[config.mk]
export PLATFORM = sky130hd
export DESIGN_NAME = gtr_ctrl
export DESIGN_NICKNAME = d
export VERILOG_FILES = /design/src/hdl/gtr_pkg.sv /design/src/hdl/gtr_ctrl.sv
export SDC_FILE = /design/constraint.sdc
export NUM_CORES = 1
export LEC_CHECK = 0
export ABC_CLOCK_PERIOD_IN_PS = 1600
export BUFFER_PORTS_ARGS = -buffer_cell sky130_fd_sc_hd__buf_2
export CAP_MARGIN = 5
export CORE_MARGIN = 4
export CORE_UTILIZATION = 30
export CTS_BUF_LIST = sky130_fd_sc_hd__clkbuf_4 sky130_fd_sc_hd__clkbuf_8
export DETAILED_ROUTE_END_ITERATION = 10
export GPL_ROUTABILITY_DRIVEN = 1
export SLEW_MARGIN = 10
export SYNTH_ARGS = -nofsm -noshare
export SYNTH_HDL_FRONTEND = slang
export SYNTH_SLANG_ARGS = --single-unit
[constraint.sdc]
create_clock -name clk -period 1.6 [get_ports clk]
set_input_delay 0 -clock clk [delete_from_list [all_inputs] [get_ports clk]]
set_output_delay 0 -clock clk [all_outputs]
set_load 0.005 [all_outputs]
[src/hdl/gtr_pkg.sv]
`default_nettype none

package gtr_pkg;

    // Operation codes carried in the low bits of s_tuser.
    localparam logic [2:0] OP_RECEIVE = 3'd0;
    localparam logic [2:0] OP_REMOVE  = 3'd1;
    localparam logic [2:0] OP_FORWARD = 3'd2;
    localparam logic [2:0] OP_ADVANCE = 3'd3;
    localparam logic [2:0] OP_LOOKUP  = 3'd4;

    // Commands for one range list.
    typedef logic [1:0] list_cmd_t;
    localparam list_cmd_t LC_NOP    = 2'd0;
    localparam list_cmd_t LC_RECV   = 2'd1;
    localparam list_cmd_t LC_REMOVE = 2'd2;
    localparam list_cmd_t LC_DROP0  = 2'd3;

    // Source of the next cumulative ack.
    typedef logic [1:0] ack_sel_t;
    localparam ack_sel_t ACK_HOLD = 2'd0;
    localparam ack_sel_t ACK_LIST = 2'd1;
    localparam ack_sel_t ACK_SEQ  = 2'd2;
    localparam ack_sel_t ACK_HEAD = 2'd3;

    // Commands from the controller to the datapath.
    typedef struct packed {
        logic      load;
        list_cmd_t all_cmd;
        list_cmd_t rev_cmd;
        list_cmd_t nrv_cmd;
        ack_sel_t  ack_sel;
        logic      cap_recv;
        logic      set_adv;
        logic      cap_has;
        logic      out_load;
    } gtr_cmd_t;

    // Status from the datapath to the controller.
    typedef struct packed {
        logic [2:0] op;
        logic       isrev;
        logic       above;
        logic       ack_moved;
        logic       all_head_adj;
        logic       all_head_le;
        logic       rev_head_le;
        logic       nrv_head_le;
        logic       adv_flag;
        logic       out_free;
    } gtr_stat_t;

    // Serial-number order: a <= b when (b - a) mod 2^32 < 2^31.
    function automatic logic s_le(logic [31:0] a, logic [31:0] b);
        logic [31:0] d;
        d = b - a;
        return !d[31];
    endfunction

    function automatic logic s_gt(logic [31:0] a, logic [31:0] b);
        return (a != b) && s_le(b, a);
    endfunction

    function automatic logic s_in(logic [31:0] lo, logic [31:0] x, logic [31:0] hi);
        return s_le(lo, x) && s_le(x, hi);
    endfunction

endpackage

`default_nettype wire

[src/hdl/gtr_ctrl.sv]
`default_nettype none

module gtr_ctrl (
    input  wire logic               clk,
    input  wire logic               rst_n,
    input  wire logic               s_tvalid,
    output logic                    s_tready,
    input  wire gtr_pkg::gtr_stat_t stat,
    output gtr_pkg::gtr_cmd_t       cmd
);
    import gtr_pkg::*;

    localparam logic [2:0] ST_IDLE    = 3'd0;
    localparam logic [2:0] ST_EXEC    = 3'd1;
    localparam logic [2:0] ST_FWD_ALL = 3'd2;
    localparam logic [2:0] ST_FWD_SUB = 3'd3;
    localparam logic [2:0] ST_ADV     = 3'd4;
    localparam logic [2:0] ST_DONE    = 3'd5;

    logic [2:0] state_reg;
    logic [2:0] state_next;

    // Sequencing of list commands for one request.
    always_comb
    begin
        cmd        = '0;
        state_next = state_reg;
        s_tready   = (state_reg == ST_IDLE);
        unique case (state_reg)
            ST_IDLE:
            begin
                if (s_tvalid)
                begin
                    cmd.load   = 1'b1;
                    state_next = ST_EXEC;
                end
            end
            ST_EXEC:
            begin
                case (stat.op)
                    OP_RECEIVE:
                    begin
                        cmd.all_cmd  = LC_RECV;
                        cmd.ack_sel  = ACK_LIST;
                        cmd.cap_recv = 1'b1;
                        if (stat.isrev)
                        begin
                            cmd.rev_cmd = LC_RECV;
                        end
                        else
                        begin
                            cmd.nrv_cmd = LC_RECV;
                            cmd.rev_cmd = stat.above ? LC_REMOVE : LC_NOP;
                        end
                        state_next = stat.ack_moved ? ST_FWD_SUB : ST_DONE;
                    end
                    OP_REMOVE:
                    begin
                        cmd.all_cmd = LC_REMOVE;
                        cmd.rev_cmd = LC_REMOVE;
                        cmd.nrv_cmd = LC_REMOVE;
                        state_next  = ST_DONE;
                    end
                    OP_FORWARD:
                    begin
                        cmd.ack_sel = ACK_SEQ;
                        state_next  = ST_FWD_ALL;
                    end
                    OP_ADVANCE:
                    begin
                        state_next = ST_ADV;
                    end
                    OP_LOOKUP:
                    begin
                        cmd.cap_has = 1'b1;
                        state_next  = ST_DONE;
                    end
                    default:
                    begin
                        state_next = ST_DONE;
                    end
                endcase
            end
            ST_FWD_ALL:
            begin
                cmd.all_cmd = stat.all_head_le ? LC_DROP0 : LC_NOP;
                cmd.rev_cmd = stat.rev_head_le ? LC_DROP0 : LC_NOP;
                cmd.nrv_cmd = stat.nrv_head_le ? LC_DROP0 : LC_NOP;
                if (!(stat.all_head_le || stat.rev_head_le || stat.nrv_head_le))
                begin
                    state_next = ST_DONE;
                end
            end
            ST_FWD_SUB:
            begin
                cmd.rev_cmd = stat.rev_head_le ? LC_DROP0 : LC_NOP;
                cmd.nrv_cmd = stat.nrv_head_le ? LC_DROP0 : LC_NOP;
                if (!(stat.rev_head_le || stat.nrv_head_le))
                begin
                    state_next = ST_DONE;
                end
            end
            ST_ADV:
            begin
                if (stat.all_head_adj)
                begin
                    cmd.all_cmd = LC_DROP0;
                    cmd.ack_sel = ACK_HEAD;
                    cmd.set_adv = 1'b1;
                end
                else
                begin
                    state_next = stat.adv_flag ? ST_FWD_SUB : ST_DONE;
                end
            end
            ST_DONE:
            begin
                if (stat.out_free)
                begin
                    cmd.out_load = 1'b1;
                    state_next   = ST_IDLE;
                end
            end
            default:
            begin
                state_next = ST_IDLE;
            end
        endcase
    end

    always_ff @(posedge clk or negedge rst_n)
    begin
        if (!rst_n)
        begin
            state_reg <= ST_IDLE;
        end
        else
        begin
            state_reg <= state_next;
        end
    end

endmodule

`default_nettype wire
==> metrics list <==
* Data required time at the worst endpoint: 1.60 ns
* Mux share of post-synthesis cell area: 2.09%
- Chip width: 47.9 um
- On the worst path, the slowest cell contributes a delay of 0.53 ns.
- The initial utilization of the core area, before any placement, comes to 31.7%.
- Critical Path End Type: primary output
- Traced cell by cell, the critical path runs through buf_6, or4b_4, nor3b_2, buf_2.
* Area of the core: 0.00151 mm2
- The number of antenna diodes in the final layout is 0.
- Detailed placement ended at an HPWL of 1110 um.
- Data arrival, critical path: 1.59 ns
- The worst setup path is of the reg2out kind.
* Net count, final: 120
* Count of boundary I/O pins: 29
- Summing the areas of all xor and xnor instances in the mapped netlist gives 0% of the synthesized area.
* Final Max Tran Viols: 0
- After Yosys synthesis, and, or, nand and nor cells account for 42.9% of the synthesized area.
* Pre-Repair DR Iteration Count: 4
- Filler Cells Inserted: 145
- Global routing consumed, over all layers together, 14.7% of the routing resources.
- During synthesis, Yosys emitted a total of 0 warnings.
* DRC Markers: 0
- Subtracting the final worst setup slack from the clock period gives 1.59 ns.
- Across the VDD grid, the largest voltage drop is 792 uV.
- The tree is rooted in a sky130_fd_sc_hd__clkbuf_4.
- Cell class contributing the biggest share of worst-path delay: simple AND/OR/NAND/NOR gates
- RSZ-0062 raised after global routing: true
- Maximum clock insertion buffer count: 2
- Maximum number of pins on one net before global-route repair: 15
- Power spread over the standard cell area amounts to 1490 mW/mm2.
* Critical Path Fanout Max: 3
- After synthesis, the largest family of logic cells by area is simple AND/OR/NAND/NOR gates.
* Congestion Overflow GR: 0
- In the detailed route, the total length drawn on met2 is 875 um.
- In this run the number of H-tree levels came out at 1.
- Clock transition time at the flip-flop clock pins of the worst setup and hold paths: 0.04 ns
* Commonest non-fill, non-tap cells in the layout: sky130_fd_sc_hd__buf_2 (28), sky130_fd_sc_hd__buf_4 (13), sky130_fd_sc_hd__nand2_1 (9), sky130_fd_sc_hd__nor2_1 (4), sky130_fd_sc_hd__clkbuf_4 (4)
- Fmax achieved: 0.628 GHz
- The routed design has 1580 um of wire.
- Number of antenna violations at the first check in global routing: 0
* Compound-cell area share of the yosys netlist: 28.3%
- Synthesis produced 59 cells.
* Average wire length per cell after detail routing: 13.1 um
* Row cnt: 14
- Adder-cell area share of the yosys netlist: 0%
* Clock Sinks: 3
- Sequential share of the synthesized area: 15.7%
* Result of the run: completed
* Clk_skew: 0.000704 ns
* Via count of the first global-routing pass: 554
- Floorplan die height: 47.9 um
* Synthesized netlist net count: 74
- Average via count per standard cell: 4.93
- Together, buffers and inverters on the worst path number 2.
- Gpl congestion: 0.771
- Total routed wire length on the met1 layer: 616 um
- Max-cap violations: 0
* Mean Syn Cell Area: 8.10 um2
* Commonest non-fill, non-tap cell in the layout: sky130_fd_sc_hd__buf_2
- Later-pin clock latency in the skew report: 0.23 ns
- Yosys mapped the design onto 35 distinct sky130hd cell types.
* Number of synthesized register bits: 3
* Critical Path Slowest Stage Cell: sky130_fd_sc_hd__or4b_4
- In this run the top signal layer used is met3.
* Synth-to-Final Area Change: 65.4%
* Startpoint type of the worst setup path: flop
* Overall power after layout: 1180 uW
- The worst path uses 99.5% of the clock period.
- The routed layout has 592 vias.
- At the pin with the least slew margin, the transition time is 0.338 ns.
* Fraction of final layout cells sized beyond drive strength 1: 62.5%
- Buffers placed on the I/O ports in this run total 28.
- TritonCTS created 3 clock buffers.
- For this run, the share of the core covered by cells in the final layout is 52.5%.
* Number of flip-flops in the largest register: 3
* Relative slew margins: 77.4%
- The first routing iteration left 4 violations.
- The tightest min-delay check is of the in2async type.
* Post-route antenna net violation count: 0
- Setup violations remaining at the end of the flow were counted as 0.
* Floorplan die area: 0.00230 mm2
* Total standard cell area after synthesis: 478 um2
- The first global-routing pass estimated 2400 um of wire.
- The total count of hold-check failures in the final report was 0.
* Leakage power of the design: 0.000428 uW
- After detailed routing, the met3 layer carries 84 um of wire.
- CTS tree: built
-- logic make-up (layout without fill, tap and decap cells) --
logic type | Yosys count | in the layout
muxes | 1 | 1
AOI/OAI and AO/OA | 15 | 15
and+or+nand+nor | 32 | 32
buffers and inverters | 8 | 53
DFF | 3 | 3
-- report_power, final --
| part | switching [uW] | total [uW] | internal [uW] |
|---|---|---|---|
| sequential | 51.6 | 167 | 115 |
| combinational | 396 | 865 | 469 |
| clock | 36.3 | 147 | 110 |
-- through the flow --
stage	setup WS [ns]	area (um2)	instances	setup TNS [ns]	hold slack, ns
2_1_floorplan	0.299	478	59	0	-0.296
3_3_place_gp	0.111	619	102	0	-0.200
3_5_place_dp	0.0755	619	102	0	-0.203
4_1_cts	0.00409	716	113	0	0.0803
5_1_grt	-0.0290	791	120	-0.0563	0.103
6_report	0.00744	791	120	0	0.0957
-- layer usage --
| layer | global-route usage, % | up-vias |
|---|---|---|
| li1 | - | 305 |
| met1 | 17.7 | 274 |
| met2 | 26.4 | 13 |
| met3 | 2.26 | 0 |
| met4 | 4.84 | 0 |
| met5 | 0 | - |
-- path summary, 6_finish.rpt --
check / startpoint / endpoint / slack [ns] / cells after the start
max: state_reg[1] / cmd[1] / 0.007 / 4
max in group asynchronous: rst_n / state_reg[1] / 1.39 / 2
max reg2reg: state_reg[1] / state_reg[2] / 0.06 / 6
min: rst_n / state_reg[0] / 0.1 / 2
min reg2reg: state_reg[2] / state_reg[0] / 0.67 / 2
min in group clk: s_tvalid / state_reg[0] / 0.12 / 3
-- worst register-to-register path, cell delays in order (launching register included) --
cell and delay (ns):
sky130_fd_sc_hd__dfrtp_2 0.37, sky130_fd_sc_hd__buf_4 0.12, sky130_fd_sc_hd__buf_4 0.12, sky130_fd_sc_hd__and4bb_2 0.25
sky130_fd_sc_hd__a221oi_4 0.22, sky130_fd_sc_hd__a31oi_1 0.12, sky130_fd_sc_hd__a41o_1 0.22
-- cells in the mapped netlist, drive strengths merged --
library cell	number	area [um2]
nand2	10	40.0
inv	5	18.8
nor2	4	15.0
a21oi	3	26.3
buf	3	33.8
dfrtp	3	75.1
o21ai	3	15.0
and4bb	2	28.8
nand3	2	10.0
nor2b	2	12.5
nor3	2	10.0
or2	2	12.5
a21o	1	8.76
a221oi	1	15.0
a22oi	1	7.51
a31oi	1	6.26
a41o	1	10.0
and2	1	6.26
mux2i	1	10.0
nand2b	1	6.26
nand3b	1	7.51
nand4	1	6.26
nor3b	1	12.5
nor4	1	21.3
o311ai	1	16.3
o31a	1	8.76
o31ai	1	12.5
o32ai	1	8.76
or3	1	6.26
or4b	1	10.0
-- cell type report --
| class | instances | area [um2] | area share, % |
|---|---|---|---|
| repair buffers | 44 | 270 | 34.2 |
| flip-flops and latches | 3 | 78.8 | 9.97 |
| multi-input cells | 48 | 373 | 47.2 |
| well taps | 16 | 20.0 | 2.53 |
| clock buffers | 4 | 30.0 | 3.80 |
| inverters | 5 | 18.8 | 2.37 |
-- repair_timing --
| action | in CTS | in global routing |
|---|---|---|
| endpoints found under the hold margin | 3 | 0 |
| hold buffers | 1 | 0 |
| pin swaps | 0 | 5 |
| setup buffers | 6 | 7 |
| resized for setup | 5 | 4 |
| setup endpoints to repair | 3 | 6 |
Power figures use the tool's default switching activity.
